===== src/rtl/ctq_pkg.sv =====
// ----------------------------------------------------------------------------
// ctq_pkg
// Shared widths, constants, types and rounding helpers for the Euler angle
// to quaternion pipeline.
// ----------------------------------------------------------------------------
package ctq_pkg;

    localparam int ANGLE_BITS   = 16;                 // Q3.(ANGLE_BITS-4) input
    localparam int RESULT_BITS  = 16;                 // Q1.(RESULT_BITS-2) output
    localparam int CORDIC_STEPS = 30;
    localparam int CORDIC_FRAC  = 30;                 // Q2.30 sine/cosine

    localparam int PHASE_W      = 33;                 // residual angle, Q3.30
    localparam int ANGLE_SHIFT  = PHASE_W - ANGLE_BITS;
    localparam int CS_W         = 32;                 // sine/cosine width
    localparam int PROD1_W      = 2 * CS_W;           // half-angle pair product
    localparam int PAIR_W       = PROD1_W + 1 - CORDIC_FRAC;
    localparam int PROD2_W      = PAIR_W + CS_W;
    localparam int SUM_W        = PROD2_W + 1;
    localparam int RND_SHIFT    = 2 * CORDIC_FRAC - (RESULT_BITS - 2);
    localparam int RND_W        = SUM_W + 1 - RND_SHIFT;

    localparam int LANES        = 3;
    localparam int LANE_YAW     = 0;
    localparam int LANE_PITCH   = 1;
    localparam int LANE_ROLL    = 2;

    localparam int COMPS        = 4;
    localparam int COMP_W       = 0;
    localparam int COMP_X       = 1;
    localparam int COMP_Y       = 2;
    localparam int COMP_Z       = 3;

    localparam logic signed [PHASE_W:0] Q30_PI       = 34'sd3373259426;
    localparam logic signed [PHASE_W:0] Q30_HALF_PI  = 34'sd1686629713;
    localparam logic signed [PHASE_W:0] Q30_NHALF_PI = -Q30_HALF_PI;
    localparam logic signed [CS_W-1:0]  Q30_GAIN     = 32'sd652032874;

    // CORDIC rotation state for one angle
    typedef struct packed {
        logic signed [PHASE_W-1:0] h;
        logic signed [CS_W-1:0]    x;   // cosine
        logic signed [CS_W-1:0]    y;   // sine
    } lane_t;

    typedef struct packed {
        logic valid;
        logic flip;     // odd number of folded angles: negate the quaternion
    } ctl_t;

    // arctan(2^-i) in Q30
    function automatic logic signed [PHASE_W-1:0] atan_q30(input int i);
        case (i)
            0:       atan_q30 = 33'sh3243F6A8;
            1:       atan_q30 = 33'sh1DAC6705;
            2:       atan_q30 = 33'sh0FADBAFC;
            3:       atan_q30 = 33'sh07F56EA6;
            4:       atan_q30 = 33'sh03FEAB76;
            5:       atan_q30 = 33'sh01FFD55B;
            6:       atan_q30 = 33'sh00FFFAAA;
            7:       atan_q30 = 33'sh007FFF55;
            8:       atan_q30 = 33'sh003FFFEA;
            9:       atan_q30 = 33'sh001FFFFD;
            default: atan_q30 = {{(PHASE_W-1){1'b0}}, 1'b1} << (CORDIC_FRAC - i);
        endcase
    endfunction

    // Round to nearest, halves away from zero, by 2^CORDIC_FRAC.
    // Negative values use ceil((v - half) / 2^n), folded into one add.
    function automatic logic signed [PAIR_W-1:0] round_pair(
        input logic signed [PROD1_W-1:0] v
    );
        logic signed [PROD1_W:0] bias;
        logic signed [PROD1_W:0] t;
        bias = (PROD1_W + 1)'(1) << (CORDIC_FRAC - 1);
        if (v[PROD1_W-1])
        begin
            bias = bias - (PROD1_W + 1)'(1);
        end
        t = {v[PROD1_W-1], v} + bias;
        round_pair = t[PROD1_W:CORDIC_FRAC];
    endfunction

    function automatic logic signed [RND_W-1:0] round_final(
        input logic signed [SUM_W-1:0] v
    );
        logic signed [SUM_W:0] bias;
        logic signed [SUM_W:0] t;
        bias = (SUM_W + 1)'(1) << (RND_SHIFT - 1);
        if (v[SUM_W-1])
        begin
            bias = bias - (SUM_W + 1)'(1);
        end
        t = {v[SUM_W-1], v} + bias;
        round_final = t[SUM_W:RND_SHIFT];
    endfunction

endpackage


===== src/rtl/ctq_finish.sv =====
// ----------------------------------------------------------------------------
// ctq_finish
// Rounds each Q60 sum to the result format, saturates to +-1.0 and applies
// the fold sign.
// ----------------------------------------------------------------------------
module ctq_finish (
    input  logic                                                    clk,
    input  logic                                                    rst_n,
    input  ctq_pkg::ctl_t                                           ctl_in,
    input  logic signed [ctq_pkg::COMPS-1:0][ctq_pkg::SUM_W-1:0]    sum_in,
    output logic                                                    done,
    output logic signed [ctq_pkg::COMPS-1:0][ctq_pkg::RESULT_BITS-1:0] quat
);

    localparam logic signed [ctq_pkg::RND_W-1:0] ONE  =
        ctq_pkg::RND_W'(1) << (ctq_pkg::RESULT_BITS - 2);
    localparam logic signed [ctq_pkg::RND_W-1:0] NONE = -ONE;

    ctq_pkg::ctl_t                                          ctl_reg;
    logic                                                   done_reg;
    logic signed [ctq_pkg::COMPS-1:0][ctq_pkg::RND_W-1:0]   rnd_reg;
    logic signed [ctq_pkg::COMPS-1:0][ctq_pkg::RESULT_BITS-1:0] quat_reg;
    logic signed [ctq_pkg::COMPS-1:0][ctq_pkg::RESULT_BITS-1:0] quat_next;

    always_comb
    begin
        logic signed [ctq_pkg::RND_W-1:0] sat;
        for (int c = 0; c < ctq_pkg::COMPS; c++)
        begin
            sat = rnd_reg[c];
            if (sat > ONE)
            begin
                sat = ONE;
            end
            else if (sat < NONE)
            begin
                sat = NONE;
            end
            // rounding and clamp are symmetric, so the sign comes last
            if (ctl_reg.flip)
            begin
                sat = -sat;
            end
            quat_next[c] = sat[ctq_pkg::RESULT_BITS-1:0];
        end
    end

    always_ff @(posedge clk or negedge rst_n)
    begin
        if (!rst_n)
        begin
            ctl_reg  <= '0;
            done_reg <= 1'b0;
        end
        else
        begin
            ctl_reg  <= ctl_in;
            done_reg <= ctl_reg.valid;
        end
    end

    always_ff @(posedge clk)
    begin
        for (int c = 0; c < ctq_pkg::COMPS; c++)
        begin
            rnd_reg[c] <= ctq_pkg::round_final(sum_in[c]);
        end
        quat_reg <= quat_next;
    end

    assign done = done_reg;
    assign quat = quat_reg;

endmodule


===== config.mk =====
export PLATFORM = sky130hd
export DESIGN_NAME = ctq_finish
export DESIGN_NICKNAME = d
export VERILOG_FILES = /design/src/rtl/ctq_pkg.sv /design/src/rtl/ctq_finish.sv
export SDC_FILE = /design/constraint.sdc
export NUM_CORES = 1
export LEC_CHECK = 0
export BUFFER_PORTS_ARGS = -buffer_cell sky130_fd_sc_hd__buf_2
export CORE_AREA = 2 2 135 235
export DETAILED_ROUTE_END_ITERATION = 8
export DIE_AREA = 0 0 137 237
export PLACE_DENSITY = 0.62
export REMOVE_ABC_BUFFERS = 1
export SLEW_MARGIN = 10
export SYNTH_ARGS = -nofsm -noshare
export SYNTH_HDL_FRONTEND = slang
export SYNTH_SLANG_ARGS = --single-unit

===== constraint.sdc =====
create_clock -name clk -period 5.8 [get_ports clk]
set_input_delay 0.87 -clock clk [delete_from_list [all_inputs] [get_ports clk]]
set_output_delay 0.87 -clock clk [all_outputs]
set_load 0.02 [all_outputs]

Word-level counts from Yosys, hierarchy flattened
Cells that the tools add are included.
Widths: inputs -> output; s select.
Storage, ports and cells
  bits in registers: 159
  output and inout port bits: 65
Operators by class
  $add $sub $neg: 8
  magnitude comparators: 8
  mux-type cells: 16
Operators by type and width (number)
  $add 69x69->69: 4
  $mux 16: 12
  $mux 46: 4
  $gt 23x16->1 const B: 4
  $lt 23x15->1 const B: 4
  $neg 16->16: 4

Depth between registers and ports, before layout
Gate-level depths: netlist of the first run.
  depth after elaboration: 5
  mapped depth: 13
  mapped depth without buffers: 13

Worst setup path before layout of the first run
No wires, ideal clock.
  path kind: input port to flip-flop
  from: input port sum_in[112] (netlist bit)
  to: register rnd_reg[45] (netlist bit)
  library setup time: 0.115 ns
  data arrival time: 3.110 ns
  required time: 5.685 ns
  slack: 2.575 ns
  stages on the path: 9
  path through: ha_1 nand4_1 nor3_1 and3_1 nand4_1 a31o_2 a2111oi_4 nand4_1 and2_1
On the way
  word-level cells in the longest chain between the ends: 1
Ends and longest elaborated chain
  start, declared: RTL line ctq_finish.sv:10  | input logic signed [ctq_pkg::COMPS-1:0][ctq_pkg::SUM_W-1:0] sum_in,
  $add 69x69->69: RTL line ctq_pkg.sv:94  | t = {v[SUM_W-1], v} + bias;
  end signal, assigned by index: RTL line ctq_finish.sv:66  | rnd_reg[c] <= ctq_pkg::round_final(sum_in[c]);
  end, declared: RTL line ctq_finish.sv:21  | logic signed [ctq_pkg::COMPS-1:0][ctq_pkg::RND_W-1:0] rnd_reg;
No other way between the ends.

Worst setup path after layout of the first run
  from: input port sum_in[203] (netlist bit)
  to: register rnd_reg[57] (netlist bit)
On the way
  word-level cells in the longest chain between the ends: 2
Ends and longest elaborated chain
  $mux 46: RTL line ctq_pkg.sv:90  | if (v[SUM_W-1])
  $add 69x69->69: RTL line ctq_pkg.sv:94
No other way between the ends.

==> results.json, run 1 <==
{
  "dr.pass1.iters": 5,
  "clk_latency_ns": 0.43,
  "grt_remaining_overflow": 0,
  "end_kind": "flip-flop",
  "synth_ff_type": "dfxtp_1",
  "path_depth": 11,
  "worstPathCellList": "buf_2 -> inv_1 -> ha_1 -> nand3_1 -> nor4_1 -> o2111ai_1 -> a21oi_1 -> nor4bb_1 -> nor2_1 -> nor4_1 -> xnor2_1",
  "setup_viol": 0,
  "max_slew_margin": 0.256,
  "netlist_area_sq_um": 12000,
  "die_y_um": 237,
  "cts_max_path_buffers": 2,
  "grt_pass1_vias": 12195,
  "p_total_mw": 2.93,
  "ys_types": 73,
  "status": "completed",
  "hp-class": "input pin to asynchronous set/reset pin",
  "cts-resized-gates": 0,
  "place_congestion": 0.920,
  "critPathMaxFanout": 46,
  "rsz0062_at_grt": "false",
  "ir_worst_vdd_mv": 0.141,
  "drive_gt1_frac": 0.221,
  "fin_crit_ns": 3.95,
  "root_buffer": "clkbuf_16",
  "vias": 11976,
  "drt-vias-per-instance": 5.47,
  "io_pins": 341,
  "synthesis.instances": 1442,
  "grt_usage": 0.211,
  "grt_pass1_wl_mm": 55.3,
  "cts_setup_buffers": 0,
  "synth-seq-cells": 159,
  "hold_viol_final": 0,
  "post-route-period-util": 0.681,
  "avgSynthCellArea_sq_um": 8.34,
  "cts_buffers": 17,
  "final_cell_mix": "buf_2, ha_1, dfxtp_1",
  "worstSetupPathType": "input pin to flip-flop",
  "cp_slowest_stage_delay_ns": 0.64,
  "post-dp-hpwl_mm": 29.1,
  "setup_tns_ns": 0,
  "cts.sinks": 159,
  "postCtsHoldBufs": 0,
  "worst_pin_slew_ns": 1.12,
  "powerDensity_nw_per_um2": 199,
  "die_area_sq_um": 32500,
  "start_kind": "input pin",
  "cts_tree": "yes",
  "layout_commonest_cell": "buf_2",
  "drc": 0,
  "port_buffers": 340,
  "drt_iter0_drc": 338,
  "h-tree-depth": 4,
  "synth_edf_count": 0,
  "crit_required_ns": 6.16,
  "fmax_mhz": 253,
  "final.fill_count": 3035,
  "detail_route.wl_per_cell_um": 15.9,
  "final_nets": 2242,
  "antenna_found_initial": 3,
  "crit_arrival_ns": 4.31,
  "worstRegToRegCells": 10,
  "path_delay_family": "simple AND/OR/NAND/NOR gates",
  "wl_mm": 34.7,
  "ys_seq_area_frac": 0.266,
  "core-area_sq_um": 30600,
  "antenna_left": 0,
  "slowest_stage": "buf_2",
  "chipWidth_um": 137,
  "ys_warn_count": 0,
  "grt_max_degree": 76,
  "synth_async_sr_flop_share": 0.0189,
  "maxSlewViolCount": 0,
  "syn2layout_area_growth_pct": 22.6,
  "initial_core_util": 0.393,
  "rows": 85,
  "skew_ns": 0.0113,
  "cap_viol_max_count": 0,
  "path_buf_inv": 2,
  "cts.reportedPaths.clkPinSlew_ns": 0.06,
  "path_common_cell": "nor4_1",
  "p_leak_nw": 7.00,
  "largest_register_ffs": 92
}
[worst reg2reg max path: stages, from the launching register on]
cell,delay [ns]
dfxtp_1,0.36
or4_4,0.58
or4_4,0.45
nand2b_1,0.20
o21a_1,0.23
o21ai_2,0.31
nand2_1,0.13
ha_1,0.27
nor2_1,0.47
nor2_1,0.22
a311oi_1,0.38
[stage by stage]
step | utilization | instance area, sq um | instances | setup slack [ns] | hold slack (ns)
5_1_grt | 0.481 | 14700 | 2188 | 1.40 | 0.208
3_3_place_gp | 0.463 | 14200 | 2154 | 1.56 | 0.336
4_1_cts | 0.481 | 14700 | 2185 | 1.88 | 0.201
2_1_floorplan | - | 11900 | 1418 | 1.91 | 0.331
3_5_place_dp | 0.463 | 14200 | 2154 | 1.43 | 0.366
6_report | 0.481 | 14700 | 2188 | 1.85 | 0.222
[area by class of cell]
cell class	instances	area (sq um)	share of cell area
clock inverter	9	86.3	0.00585
inverter	51	191	0.0130
tap	391	489	0.0332
multi-input combinational	1208	8560	0.580
sequential	159	3200	0.217
clock buffer	22	474	0.0322
timing repair buffer	345	1740	0.118
antenna	3	7.51	0.000509
[where the power goes]
part	switching, mW	total, mW	leakage (nW)	internal, mW
logic	0.379	0.696	5.41	0.316
clock network	0.433	1.05	0.260	0.620
registers	0.0404	1.18	1.33	1.14
[metal layers]
| layer | GRT usage | wire [um] |
|---|---|---|
| met5 | 0 | 0 |
| met4 | 0.0950 | 1250 |
| met3 | 0.0428 | 1830 |
| met2 | 0.418 | 19300 |
| met1 | 0.199 | 12300 |
[kinds of logic after synthesis]
kind of cell               count (synthesis)  synth area share
DFF                                      159             0.266
AOI/OAI and AO/OA                        417             0.228
and+or+nand+nor                          493             0.208
xor gates and xnor gates                 113            0.0823
muxes                                      1          0.000832
buffers and inverters                     75            0.0237
adders and majority gates                184             0.191
[path summary, 6_finish.rpt]
check | start | to | slack [ns]
max | sum_in[203] | rnd_reg[57]$_DFF_P_ | 1.85
min | rst_n | ctl_reg[1]$_DFF_PN0_ | 0.22
max reg2reg | rnd_reg[48]$_DFF_P_ | quat[40]$_DFF_P_ | 2.09
min reg2reg | ctl_reg[1]$_DFF_PN0_ | done$_DFF_PN0_ | 0.38
max in group asynchronous | rst_n | ctl_reg[0]$_DFF_PN0_ | 5.46
min in group clk | ctl_reg[1]$_DFF_PN0_ | done$_DFF_PN0_ | 0.38
[synthesized netlist by cell type, types with 13 or more instances]
| master | count | share of area |
|---|---|---|
| and3_1 | 25 | 0.013 |
| nand3_1 | 68 | 0.028 |
| a21o_1 | 71 | 0.044 |
| nor2_1 | 99 | 0.031 |
| nor3_1 | 38 | 0.016 |
| nand2_1 | 117 | 0.037 |
| ha_1 | 184 | 0.19 |
| nor4_1 | 26 | 0.014 |
| o21ai_0 | 75 | 0.031 |
| inv_1 | 51 | 0.016 |
| nand4_1 | 42 | 0.022 |
| a211oi_1 | 15 | 0.0094 |
| or3_1 | 15 | 0.0078 |
| xnor2_1 | 69 | 0.050 |
| clkbuf_1 | 19 | 0.0059 |
| o21a_1 | 13 | 0.0081 |
| dfxtp_1 | 156 | 0.26 |
| a21oi_1 | 119 | 0.050 |
| xor2_1 | 44 | 0.032 |
(Power assumes the default switching activity.)
==> inputs of run 2 (changes only) <==
==> constraint.sdc (replaced) <==
create_clock -name clk -period 4.1 [get_ports clk]
set_input_delay 0.615 -clock clk [delete_from_list [all_inputs] [get_ports clk]]
set_output_delay 0.615 -clock clk [all_outputs]
set_load 0.02 [all_outputs]
==> results.json, run 2 (same netlist as run 1, synthesis figures left out) <==
{
  "skew_ns": 0.0122,
  "wl_mm": 34.7,
  "status": "completed",
  "cts.reportedPaths.clkPinSlew_ns": 0.06,
  "grt_max_degree": 75,
  "reg2reg_slack_ns": 0.52,
  "cts.sinks": 159,
  "rsz0062_at_grt": "false",
  "h-tree-depth": 4,
  "vias": 12056,
  "p_leak_nw": 7.08,
  "largest_register_ffs": 92,
  "antenna_found_initial": 10,
  "die_y_um": 237,
  "drc": 0,
  "powerDensity_nw_per_um2": 284,
  "worst_pin_slew_ns": 0.813,
  "hold_depth": 1,
  "root_buffer": "clkbuf_16",
  "clk_latency_ns": 0.44,
  "hold_path_startpoint": "ctl_in[1]",
  "start_kind": "flip-flop",
  "cts_buffers": 17,
  "worstRegToRegCells": 13,
  "end_kind": "flip-flop",
  "crit_required_ns": 4.43,
  "drive_gt1_frac": 0.226,
  "io_pins": 341,
  "crit_arrival_ns": 3.90,
  "grt_remaining_overflow": 0,
  "grt_pass1_wl_mm": 54.8,
  "syn2layout_area_growth_pct": 23.6,
  "dr.pass1.iters": 5,
  "place_congestion": 0.921,
  "setup_viol": 0,
  "antenna_left": 0,
  "maxSlewViolCount": 0,
  "pre_cts_ws_ns": 0.130,
  "critPathMaxFanout": 7,
  "chipWidth_um": 137,
  "cts_max_path_buffers": 2,
  "core-area_sq_um": 30600,
  "max_slew_margin": 0.456,
  "setup_slack_ns": 0.522,
  "rows": 85,
  "place_area_sq_um": 14300,
  "register_area_sq_um": 3200,
  "holdPathEnd": "ctl_reg[1]$_DFF_PN0_",
  "drt-vias-per-instance": 5.47,
  "final.fill_count": 3064,
  "final_design_area_no_fill_sq_um": 14900,
  "ir_worst_vdd_mv": 0.229,
  "layout_commonest_cell": "buf_2",
  "post-route-period-util": 0.873,
  "worstSetupPathType": "flip-flop to flip-flop",
  "fmax_mhz": 280,
  "grt_usage": 0.210,
  "grt_pass1_vias": 12244,
  "final_cell_mix": "buf_2, ha_1, dfxtp_1",
  "reg2reg_from": "rnd_reg[72]$_DFF_P_",
  "hold_viol_final": 0,
  "die_area_sq_um": 32500,
  "final_nets": 2254,
  "cts-resized-gates": 0,
  "hp-class": "input pin to flip-flop",
  "setup_tns_ns": 0,
  "multi_input_area_sq_um": 8560,
  "initial_core_util": 0.393,
  "drt_iter0_drc": 323,
  "port_buffers": 340,
  "post-dp-hpwl_mm": 29.3,
  "fin_crit_ns": 3.58,
  "detail_route.wl_per_cell_um": 15.7,
  "reg2reg_to": "quat[62]$_DFF_P_",
  "cap_viol_max_count": 0,
  "cts_tree": "yes"
}
-- run 2: layout make-up --
class	count	share of cell area
antenna	8	0.00135
multi-input combinational	1208	0.576
clock buffer	20	0.0300
inverter	51	0.0129
clock inverter	12	0.00909
timing repair buffer	357	0.123
sequential	159	0.215
tap	391	0.0329
-- run 2: through the flow --
stage,utilization,hold slack (ns),power [mW],instances
2_1_floorplan,-,0.319,2.31,1418
3_3_place_gp,0.466,0.336,2.66,2165
3_5_place_dp,0.466,0.349,2.69,2165
4_1_cts,0.485,0.262,4.26,2198
5_1_grt,0.486,0.271,4.46,2206
6_report,0.486,0.282,4.22,2206
-- run 2: worst max-delay path by stage --
stage | cells after the start | endpoint | from
final | 13 | quat[62]$_DFF_P_ | rnd_reg[72]$_DFF_P_
after floorplan | 9 | rnd_reg[17]$_DFF_P_ | sum_in[33]
after CTS | 13 | quat[60]$_DFF_P_ | rnd_reg[72]$_DFF_P_
after detailed placement | 11 | rnd_reg[59]$_DFF_P_ | sum_in[203]
after global placement | 11 | rnd_reg[54]$_DFF_P_ | sum_in[203]
after global routing | 11 | rnd_reg[54]$_DFF_P_ | sum_in[203]
-- run 2: per-layer routing --
metal  wire, um  track usage
met4       1230        0.102
met2      19600        0.422
met1      12200        0.195
met3       1680       0.0368
met5         27            0
-- run 2: report_power, final --
| part | internal [mW] | switching [mW] | leakage [nW] | total [mW] |
|---|---|---|---|---|
| Sequential | 1.61 | 0.0567 | 1.33 | 1.67 |
| Clock | 0.915 | 0.644 | 0.273 | 1.56 |
| Combinational | 0.453 | 0.539 | 5.47 | 0.992 |
| Total | 2.98 | 1.24 | 7.08 | 4.22 |
-- run 2: worst max-delay path: stages, from the launching register on --
cell	delay (ns)
dfxtp_1	0.36
or4_1	0.59
or4_4	0.46
or4_4	0.50
a21o_1	0.22
o31ai_2	0.14
nand2_1	0.14
ha_1	0.30
nand2b_1	0.19
or3_1	0.16
nor2_1	0.04
o21ai_1	0.11
nand2_1	0.07
xor2_1	0.17
-- run 2: repair_timing --
item                      4_1_cts  5_1_grt
hold buffers                    1        0
hold endpoints to repair        3        0
setup buffers                   0        0
