### src/rtl/ctq_pkg.sv
// ----------------------------------------------------------------------------
// ctq_pkg
// Shared widths, constants, types and rounding helpers for the Euler angle
// to quaternion pipeline.
// ----------------------------------------------------------------------------
package ctq_pkg;

    localparam int ANGLE_BITS   = 16;                 // Q3.(ANGLE_BITS-4) input
    localparam int RESULT_BITS  = 16;                 // Q1.(RESULT_BITS-2) output
    localparam int CORDIC_STEPS = 30;
    localparam int CORDIC_FRAC  = 30;                 // Q2.30 sine/cosine

    localparam int PHASE_W      = 33;                 // residual angle, Q3.30
    localparam int ANGLE_SHIFT  = PHASE_W - ANGLE_BITS;
    localparam int CS_W         = 32;                 // sine/cosine width
    localparam int PROD1_W      = 2 * CS_W;           // half-angle pair product
    localparam int PAIR_W       = PROD1_W + 1 - CORDIC_FRAC;
    localparam int PROD2_W      = PAIR_W + CS_W;
    localparam int SUM_W        = PROD2_W + 1;
    localparam int RND_SHIFT    = 2 * CORDIC_FRAC - (RESULT_BITS - 2);
    localparam int RND_W        = SUM_W + 1 - RND_SHIFT;

    localparam int LANES        = 3;
    localparam int LANE_YAW     = 0;
    localparam int LANE_PITCH   = 1;
    localparam int LANE_ROLL    = 2;

    localparam int COMPS        = 4;
    localparam int COMP_W       = 0;
    localparam int COMP_X       = 1;
    localparam int COMP_Y       = 2;
    localparam int COMP_Z       = 3;

    localparam logic signed [PHASE_W:0] Q30_PI       = 34'sd3373259426;
    localparam logic signed [PHASE_W:0] Q30_HALF_PI  = 34'sd1686629713;
    localparam logic signed [PHASE_W:0] Q30_NHALF_PI = -Q30_HALF_PI;
    localparam logic signed [CS_W-1:0]  Q30_GAIN     = 32'sd652032874;

    // CORDIC rotation state for one angle
    typedef struct packed {
        logic signed [PHASE_W-1:0] h;
        logic signed [CS_W-1:0]    x;   // cosine
        logic signed [CS_W-1:0]    y;   // sine
    } lane_t;

    typedef struct packed {
        logic valid;
        logic flip;     // odd number of folded angles: negate the quaternion
    } ctl_t;

    // arctan(2^-i) in Q30
    function automatic logic signed [PHASE_W-1:0] atan_q30(input int i);
        case (i)
            0:       atan_q30 = 33'sh3243F6A8;
            1:       atan_q30 = 33'sh1DAC6705;
            2:       atan_q30 = 33'sh0FADBAFC;
            3:       atan_q30 = 33'sh07F56EA6;
            4:       atan_q30 = 33'sh03FEAB76;
            5:       atan_q30 = 33'sh01FFD55B;
            6:       atan_q30 = 33'sh00FFFAAA;
            7:       atan_q30 = 33'sh007FFF55;
            8:       atan_q30 = 33'sh003FFFEA;
            9:       atan_q30 = 33'sh001FFFFD;
            default: atan_q30 = {{(PHASE_W-1){1'b0}}, 1'b1} << (CORDIC_FRAC - i);
        endcase
    endfunction

    // Round to nearest, halves away from zero, by 2^CORDIC_FRAC.
    // Negative values use ceil((v - half) / 2^n), folded into one add.
    function automatic logic signed [PAIR_W-1:0] round_pair(
        input logic signed [PROD1_W-1:0] v
    );
        logic signed [PROD1_W:0] bias;
        logic signed [PROD1_W:0] t;
        bias = (PROD1_W + 1)'(1) << (CORDIC_FRAC - 1);
        if (v[PROD1_W-1])
        begin
            bias = bias - (PROD1_W + 1)'(1);
        end
        t = {v[PROD1_W-1], v} + bias;
        round_pair = t[PROD1_W:CORDIC_FRAC];
    endfunction

    function automatic logic signed [RND_W-1:0] round_final(
        input logic signed [SUM_W-1:0] v
    );
        logic signed [SUM_W:0] bias;
        logic signed [SUM_W:0] t;
        bias = (SUM_W + 1)'(1) << (RND_SHIFT - 1);
        if (v[SUM_W-1])
        begin
            bias = bias - (SUM_W + 1)'(1);
        end
        t = {v[SUM_W-1], v} + bias;
        round_final = t[SUM_W:RND_SHIFT];
    endfunction

endpackage

### src/rtl/ctq_fold.sv
// ----------------------------------------------------------------------------
// ctq_fold
// Entry stage: halves each angle into Q30 and folds it into [-pi/2, pi/2],
// loading the CORDIC start vector.
// ----------------------------------------------------------------------------
module ctq_fold (
    input  logic                                        clk,
    input  logic                                        rst_n,
    input  logic                                        start,
    input  logic signed [ctq_pkg::ANGLE_BITS-1:0]       yaw_angle,
    input  logic signed [ctq_pkg::ANGLE_BITS-1:0]       pitch_angle,
    input  logic signed [ctq_pkg::ANGLE_BITS-1:0]       roll_angle,
    output ctq_pkg::ctl_t                               ctl_out,
    output ctq_pkg::lane_t [ctq_pkg::LANES-1:0]         lane_out
);

    logic signed [ctq_pkg::ANGLE_BITS-1:0]    angle [ctq_pkg::LANES];
    logic [ctq_pkg::LANES-1:0]                neg_next;
    ctq_pkg::lane_t [ctq_pkg::LANES-1:0]      lane_next;
    ctq_pkg::ctl_t                            ctl_reg;
    ctq_pkg::lane_t [ctq_pkg::LANES-1:0]      lane_reg;

    assign angle[ctq_pkg::LANE_YAW]   = yaw_angle;
    assign angle[ctq_pkg::LANE_PITCH] = pitch_angle;
    assign angle[ctq_pkg::LANE_ROLL]  = roll_angle;

    always_comb
    begin
        logic signed [ctq_pkg::PHASE_W-1:0] h0;
        logic signed [ctq_pkg::PHASE_W:0]   hw;
        for (int l = 0; l < ctq_pkg::LANES; l++)
        begin
            // Q3.x input becomes the half angle in Q30 by a plain left shift
            h0 = {angle[l], {ctq_pkg::ANGLE_SHIFT{1'b0}}};
            hw = {h0[ctq_pkg::PHASE_W-1], h0};
            neg_next[l] = 1'b0;
            if (hw > ctq_pkg::Q30_HALF_PI)
            begin
                hw = hw - ctq_pkg::Q30_PI;
                neg_next[l] = 1'b1;
            end
            else if (hw < ctq_pkg::Q30_NHALF_PI)
            begin
                hw = hw + ctq_pkg::Q30_PI;
                neg_next[l] = 1'b1;
            end
            lane_next[l].h = hw[ctq_pkg::PHASE_W-1:0];
            lane_next[l].x = ctq_pkg::Q30_GAIN;
            lane_next[l].y = '0;
        end
    end

    always_ff @(posedge clk or negedge rst_n)
    begin
        if (!rst_n)
        begin
            ctl_reg <= '0;
        end
        else
        begin
            ctl_reg.valid <= start;
            ctl_reg.flip  <= ^neg_next;
        end
    end

    always_ff @(posedge clk)
    begin
        lane_reg <= lane_next;
    end

    assign ctl_out  = ctl_reg;
    assign lane_out = lane_reg;

endmodule

### config.mk
export PLATFORM = sky130hd
export DESIGN_NAME = ctq_fold
export DESIGN_NICKNAME = d
export VERILOG_FILES = /design/src/rtl/ctq_pkg.sv /design/src/rtl/ctq_fold.sv
export SDC_FILE = /design/constraint.sdc
export NUM_CORES = 1
export LEC_CHECK = 0
export ABC_AREA = 1
export CAP_MARGIN = 40
export CORE_ASPECT_RATIO = 0.7
export CORE_MARGIN = 2
export CORE_UTILIZATION = 40
export CTS_BUF_LIST = sky130_fd_sc_hd__clkbuf_4
export DETAILED_ROUTE_END_ITERATION = 16
export DONT_BUFFER_PORTS = 1
export PLACE_DENSITY = 0.62
export SETUP_SLACK_MARGIN = 0.1
export SLEW_MARGIN = 20
export SYNTH_ARGS = -nofsm -noshare
export SYNTH_HDL_FRONTEND = slang
export SYNTH_SLANG_ARGS = --single-unit
export TNS_END_PERCENT = 1
### constraint.sdc
create_clock -name clk -period 0.8 [get_ports clk]
set_input_delay 0.04 -clock clk [delete_from_list [all_inputs] [get_ports clk]]
set_output_delay 0.04 -clock clk [all_outputs]
set_load 0.05 [all_outputs]
Yosys cells after proc, flatten, opt, wreduce, memory -nomap -nowiden
Cells that the tools add are included.
- $add $sub $neg: 6
- $lt $le $gt $ge: 6
- multiplexer cells: 12
- reductions and logical operators: 1
- operators by type and width (operator ; number):
    33-bit two-way mux ; 6
    33-bit adder (second input constant) ; 3
    33-bit by 32-bit > comparator with 1-bit output (second input constant) ; 3
    33-bit by 32-bit < comparator with 1-bit output (second input constant) ; 3
    33-bit subtractor (second input constant) ; 3
    1-bit two-way mux ; 6
    3-bit parity ; 1
- register bits: 101
- input bits: 51
- output and inout bits: 293
- logic and storage cells: 30

Longest topological paths before layout
Gate-level depths: netlist (run 1).
- depth in word-level cells: 4
- depth in mapped cells: 13
- depth with buffers taken out: 13

Worst setup path before layout (run 1)
OpenSTA, ideal clock, no wires.
- kind: input port to flip-flop
- from: input port roll_angle[4] (netlist bit)
- to: register lane_reg, in the netlist lane_out[288]
- library setup time: 114 ps
- data arrival time: 1137 ps
- required time: 686 ps
- slack: -452 ps
- stages on the path: 13
- buffers on the path: 0
- path through: inv_1 -> ha_1 -> inv_1 -> nor2_1 -> nand2_1 -> a21oi_1 -> nand2_1 -> nand2_1 -> nand2_1 -> nand2_1 -> inv_1 -> o21ai_1 -> nand2_1
- RTL lines (what ; RTL line ; RTL):
    start, declared ; ctq_fold.sv:12 ; input logic signed [ctq_pkg::ANGLE_BITS-1:0] roll_angle,
    end signal, assigned ; ctq_fold.sv:68 ; lane_reg <= lane_next;
    end, declared ; ctq_fold.sv:21 ; ctq_pkg::lane_t [ctq_pkg::LANES-1:0] lane_reg;

Worst setup path after layout (run 1)
- from: register lane_reg, in the netlist lane_out[177]
- to: output port lane_out[177] (netlist bit)
- RTL lines (what ; RTL line ; RTL):
    end, declared ; ctq_fold.sv:14 ; output ctq_pkg::lane_t [ctq_pkg::LANES-1:0] lane_out
No word-level cell between the ends.

==> results of run 1 <==
-- state kept, by name (all words and copies together) (netlist names) --
signal / count
ctl_out: 2
lane_out: 57
-- layout make-up --
| type | count | area share (%) |
|---|---|---|
| Clock inverter | 6 | 1.02 |
| Clock buffer | 10 | 0.939 |
| Sequential cell | 59 | 16.0 |
| Timing Repair Buffer | 216 | 29.3 |
| Tap cell | 195 | 3.05 |
| Inverter | 76 | 4.26 |
| Multi-Input combinational cell | 713 | 45.5 |
-- per-stage QoR --
step | hold WS [ns] | area (µm²) | TNS (ns)
floorplan | -0.256 | 6880 | -24.80
global placement | -0.256 | 6640 | -21.34
detailed placement | -0.256 | 6640 | -22.22
CTS | -0.363 | 7590 | -44.03
global route | -0.369 | 8000 | -33.23
finish | -0.331 | 8000 | -26.59
-- worst min path at each step --
stage                 start      endpoint  slack [ns]  cells past startpoint
2_1_floorplan         rst_n    ctl_out[0]       -0.26                      0
3_3_place_gp          rst_n    ctl_out[1]       -0.26                      0
3_5_place_dp          rst_n    ctl_out[1]       -0.26                      0
4_1_cts        yaw_angle[3]  lane_out[84]       -0.36                      1
5_1_grt        yaw_angle[3]  lane_out[84]       -0.37                      1
6_report       yaw_angle[3]  lane_out[84]       -0.33                      1
-- cell usage in the layout, fill, tap and decap left out, types with 31 or more instances in the layout --
master,instances
nand2_2,32
buf_4,104
inv_1,41
nand2_1,228
buf_8,39
conb_1,195
xor2_1,41
dfxtp_2,51
dlygate4sd3_1,31
nand3_1,44
-- routing by layer --
| layer | track usage (%) | vias up | part of all wire (%) | routed length, µm |
|---|---|---|---|---|
| li1 | - | 2740 | - | - |
| met1 | 24.2 | 2516 | 42 | 6560 |
| met2 | 29.2 | 271 | 46 | 7250 |
| met3 | 4.21 | 23 | 9.7 | 1520 |
| met4 | 5.07 | 0 | 1.9 | 299 |
| met5 | 0 | - | 0 | 0 |
-- report_power, final --
group	switching [µW]	total [µW]	internal, µW	leakage [µW]
clock	1290	2580	1280	0.0000838
combinational	4990	7080	2080	0.00357
sequential	244	3580	3340	0.000510
total	6530	13200	6700	0.00416
-- what timing repair did --
item | 4_1_cts | 5_1_grt
gates resized for setup | 149 | 111
buffers inserted | 0 | 0
hold endpoints to repair | 55 | 36
cloned | 0 | 0
hold buffers | 34 | 13
setup endpoints to repair | 139 | 150
pin swaps | 28 | 26
-- logic make-up (layout without fill, tap and decap cells) --
group	Yosys count	after routing
other	2	195
xor gates and xnor gates	43	43
AOI/OAI and AO/OA	79	79
adders and majority gates	9	9
DFF	59	59
and+or+nand+nor	387	387
buffers and inverters	340	308
==> impl_metrics.json, run 1 <==
{
  "synth_xor_area_share_pct": 6.19,
  "ys.flop_type": "dfxtp_1",
  "clock-sinks": 59,
  "synth_edf_count": 0,
  "status": "finished with violations",
  "fillCellCount": 1396,
  "rsz0062_at_grt": "yes",
  "fin_total_pwr_uw": 13200,
  "finalCriticalPeriod_ns": 1.22,
  "num_antenna_cells": 0,
  "drive_gt1_share_pct": 33.9,
  "antenna_found_initial": 0,
  "yosysTopAreaCell": "buf_4",
  "worstPathBufferInverterCount": 1,
  "coreArea_um2": 14800,
  "path_clk_slew_ns": 0.13,
  "pre_cts_slack_ns": -0.544,
  "syn_inst": 919,
  "synthSimpleGateAreaFrac_pct": 27.2,
  "crit_chain": "buf_16",
  "ys_warn_count": 0,
  "setup_viol": 106,
  "post_drt_wl_per_cell_um": 12.3,
  "wl_mm": 15.6,
  "setup_slack_ns": -0.416,
  "ctsLongestPathBuffers": 2,
  "yosys.area.top_type_share_pct": 30.4,
  "synth_common_cells": "252 x nand2_1, 246 x buf_4, 57 x dfxtp_1, 57 x inv_1, 48 x nand3_1",
  "ys_seq_area_share_pct": 19.6,
  "synth_top_family_by_area": "buffers and inverters",
  "std_cell_rows": 37,
  "die_height_um": 107,
  "crit_type": "flip-flop to output port",
  "synthMuxAreaShare_pct": 0,
  "crit_required_ns": 0.76,
  "drt_iter0_drc": 288,
  "cts_root_buffer": "clkbuf_4",
  "ios": 344,
  "utilization_pct": 54.1,
  "synth_compound_area_share_pct": 7.73,
  "start_util_pct": 41.2,
  "hold_viol_final": 28,
  "p_leak_uw": 0.00416,
  "avgSynthCellArea_um2": 6.62,
  "grt_pass1_wl_mm": 23.4,
  "crit_path_max_fanout": 7,
  "worst_hold_slack_ns": -0.331,
  "yosys-top-cells-area": "buf_4 30%, dfxtp_1 19%, nand2_1 16%",
  "cts_buffers": 9,
  "grt_max_degree": 19,
  "cts_tree": "yes",
  "cp.depth": 1,
  "drc": 0,
  "fmax_mhz": 823,
  "synthAdderAreaFrac_pct": 1.85,
  "ys_types": 37,
  "cp-start-kind": "flip-flop",
  "fin_crit_sh_pct": 152,
  "violations": "hold timing, setup timing",
  "path_delay_family": "flip-flops",
  "htree_levels": 3,
  "gp_congestion": 0.922,
  "cap_violations": 0,
  "drv_slew": 0,
  "synth.cell_area_um2": 6080,
  "ff_latch_area_um2": 1280,
  "grt_pass1_vias": 4893,
  "via_per_inst": 4.35,
  "synthArstFlopShare_pct": 3.39,
  "worstSetupEndpointType": "output port",
  "worst_ep_arrival_time_ns": 1.18,
  "first_pass_iters": 5,
  "place_hpwl_mm": 11.4,
  "die_x_um": 151,
  "ir_drop_mv": 0.826,
  "grt_overflow": 0,
  "vias": 5550,
  "crit_slowest_cell": "dfxtp_4",
  "multi_input_area_um2": 3640,
  "placed_cells_incl_taps": 1213,
  "yosys_register_bits": 59,
  "dieArea_um2": 16200,
  "finalNetCount": 1135,
  "post-synth-top-count-cell": "nand2_1",
  "syn_to_final_growth_pct": 31.4,
  "p_per_area_nw_per_um2": 1660,
  "ant_nets": 0,
  "cpPeakStageDelay_ns": 0.40,
  "startpoint": "lane_out[177]",
  "grt_usage_pct": 18.1,
  "endpoint": "lane_out[177]",
  "port_buffers": 0,
  "hp-class": "input pin to flip-flop",
  "fin_cells": 1275
}
Power figures use the tool's default switching activity.
==> run 2: changes to the inputs <==
- GPL_TIMING_DRIVEN: not set -> 1
- SKIP_LAST_GASP: not set -> 1
==> run 2 against run 1 <==
  * The run still ends with hold timing, setup timing left
  * Clock power barely moved
  * Sequential power fell by 4%
  * Non-clock buffer count fell by 6
  * Fmax rose by 0.42%
  * Highest routed layer unchanged
  * Combinational power fell by 7.8%
  * Sequential share of layout area rose by 0.74 points
==> impl_metrics.json, run 2 (synthesis results as in run 1) <==
{
  "clock-sinks": 59,
  "crit_type": "flip-flop to output port",
  "rsz0062_at_grt": "yes",
  "largest_register_ffs": 57,
  "fin_crit_sh_pct": 151,
  "vias": 5447,
  "ios": 344,
  "hp-class": "input pin to flip-flop",
  "std_cell_rows": 37,
  "ant_nets": 0,
  "finalNetCount": 1129,
  "syn_to_final_growth_pct": 19.3,
  "coreArea_um2": 14800,
  "first_pass_iters": 5,
  "p_per_area_nw_per_um2": 1720,
  "path_clk_slew_ns": 0.13,
  "violations": "hold timing, setup timing",
  "port_buffers": 0,
  "worstPathBufferInverterCount": 1,
  "cts_tree": "yes",
  "setup_slack_ns": -0.411,
  "path_delay_family": "flip-flops",
  "antenna_found_initial": 0,
  "via_per_inst": 4.29,
  "layout_commonest_cell": "nand2_1",
  "drc": 0,
  "cts_setup_buffers": 0,
  "post_drt_wl_per_cell_um": 11.8,
  "cts_buffers": 9,
  "fin_cells": 1269,
  "fmax_mhz": 826,
  "worst_hold_slack_ns": -0.321,
  "grt_pass1_vias": 4760,
  "wl_met3_mm": 1.39,
  "crit_required_ns": 0.76,
  "grt_overflow": 0,
  "die_x_um": 151,
  "final_cell_mix": "250 x nand2_1, 195 x conb_1, 153 x buf_4",
  "status": "finished with violations",
  "placed_cells_incl_taps": 1213,
  "cpPeakStageDelay_ns": 0.39,
  "wl_met1_mm": 6.51,
  "place_hpwl_mm": 11.4,
  "fillCellCount": 1518,
  "cp-start-kind": "flip-flop",
  "num_antenna_cells": 0,
  "crit_slowest_cell": "dfxtp_4",
  "grt_max_degree": 19,
  "ir_drop_mv": 0.779,
  "hold_viol_final": 23,
  "start_util_pct": 41.2,
  "crit_path_max_fanout": 7,
  "crit_chain": "buf_16",
  "cap_violations": 0,
  "ctsLongestPathBuffers": 2,
  "grt_usage_pct": 17.7,
  "p_leak_uw": 0.00393,
  "finalCriticalPeriod_ns": 1.21,
  "fin_total_pwr_uw": 12500,
  "grt_pass1_wl_mm": 23.0,
  "dieArea_um2": 16200,
  "cts_root_buffer": "clkbuf_4",
  "setup_viol": 138,
  "drt_iter0_drc": 237,
  "gp_congestion": 0.922,
  "drv_slew": 0,
  "die_height_um": 107,
  "wl_mm": 15.0,
  "worst_ep_arrival_time_ns": 1.17,
  "dr.max_layer_used": "met4",
  "htree_levels": 3,
  "drive_gt1_share_pct": 24.3,
  "worstSetupEndpointType": "output port",
  "wl_met2_mm": 6.88
}
[run 2: changes by cell type in the layout (fill, tap and decap cells not counted), moves of 6 or more]
cell and delta:
nand2_2 -21, inv_1 +10, nor2_1 +6, nand2_1 +22, buf_8 -39, buf_6 -10, buf_4 +49, dfxtp_1 +51
dfxtp_2 -51
[run 2: area by class of cell]
class / count / area, µm² / share of cell area (%)
Multi-Input combinational cell: 713 / 3420 / 47.1
Timing Repair Buffer: 210 / 1920 / 26.5
Sequential cell: 59 / 1210 / 16.7
Inverter: 76 / 307 / 4.22
Tap cell: 195 / 244 / 3.36
Clock inverter: 6 / 81.3 / 1.12
Clock buffer: 10 / 75.1 / 1.03
[run 2: final timing paths]
check	start	cells after the start	slack, ns	end
max in group asynchronous	rst_n	2	0.25	ctl_out[0]
min in group asynchronous	rst_n	2	0.40	ctl_out[1]
hold / removal	yaw_angle[3]	1	-0.32	lane_out[84]
setup / recovery	lane_out[177]	1	-0.41	lane_out[172]
[run 2: layer usage]
| metal | GRT usage [%] | vias to the layer above |
|---|---|---|
| met5 | 0 | - |
| met4 | 4.41 | 0 |
| met3 | 4.13 | 16 |
| met2 | 28.4 | 240 |
| met1 | 24.0 | 2463 |
| li1 | - | 2728 |
[run 2: report_power, final]
| part | total (µW) | internal (µW) | switching (µW) |
|---|---|---|---|
| clock | 2560 | 1280 | 1280 |
| combinational | 6530 | 1640 | 4890 |
| sequential | 3420 | 3270 | 148 |
[run 2: through the flow]
stage          instance area [µm²]  utilization, %  setup slack, ns  hold WS, ns  setup TNS, ns
6_report                      7260            49.1           -0.411       -0.321         -35.70
3_3_place_gp                  6640            45.0           -0.526       -0.256         -21.34
4_1_cts                       7110            48.2           -0.455       -0.355         -44.14
3_5_place_dp                  6640            45.0           -0.544       -0.256         -22.22
2_1_floorplan                 6880               -           -0.355       -0.256         -24.80
5_1_grt                       7260            49.1           -0.478       -0.362         -44.73
[run 2: what timing repair did]
action                     CTS  global route
setup endpoints to repair  139           153
hold endpoints to repair    55            29
hold buffers                30            10
gates resized for setup      2            13
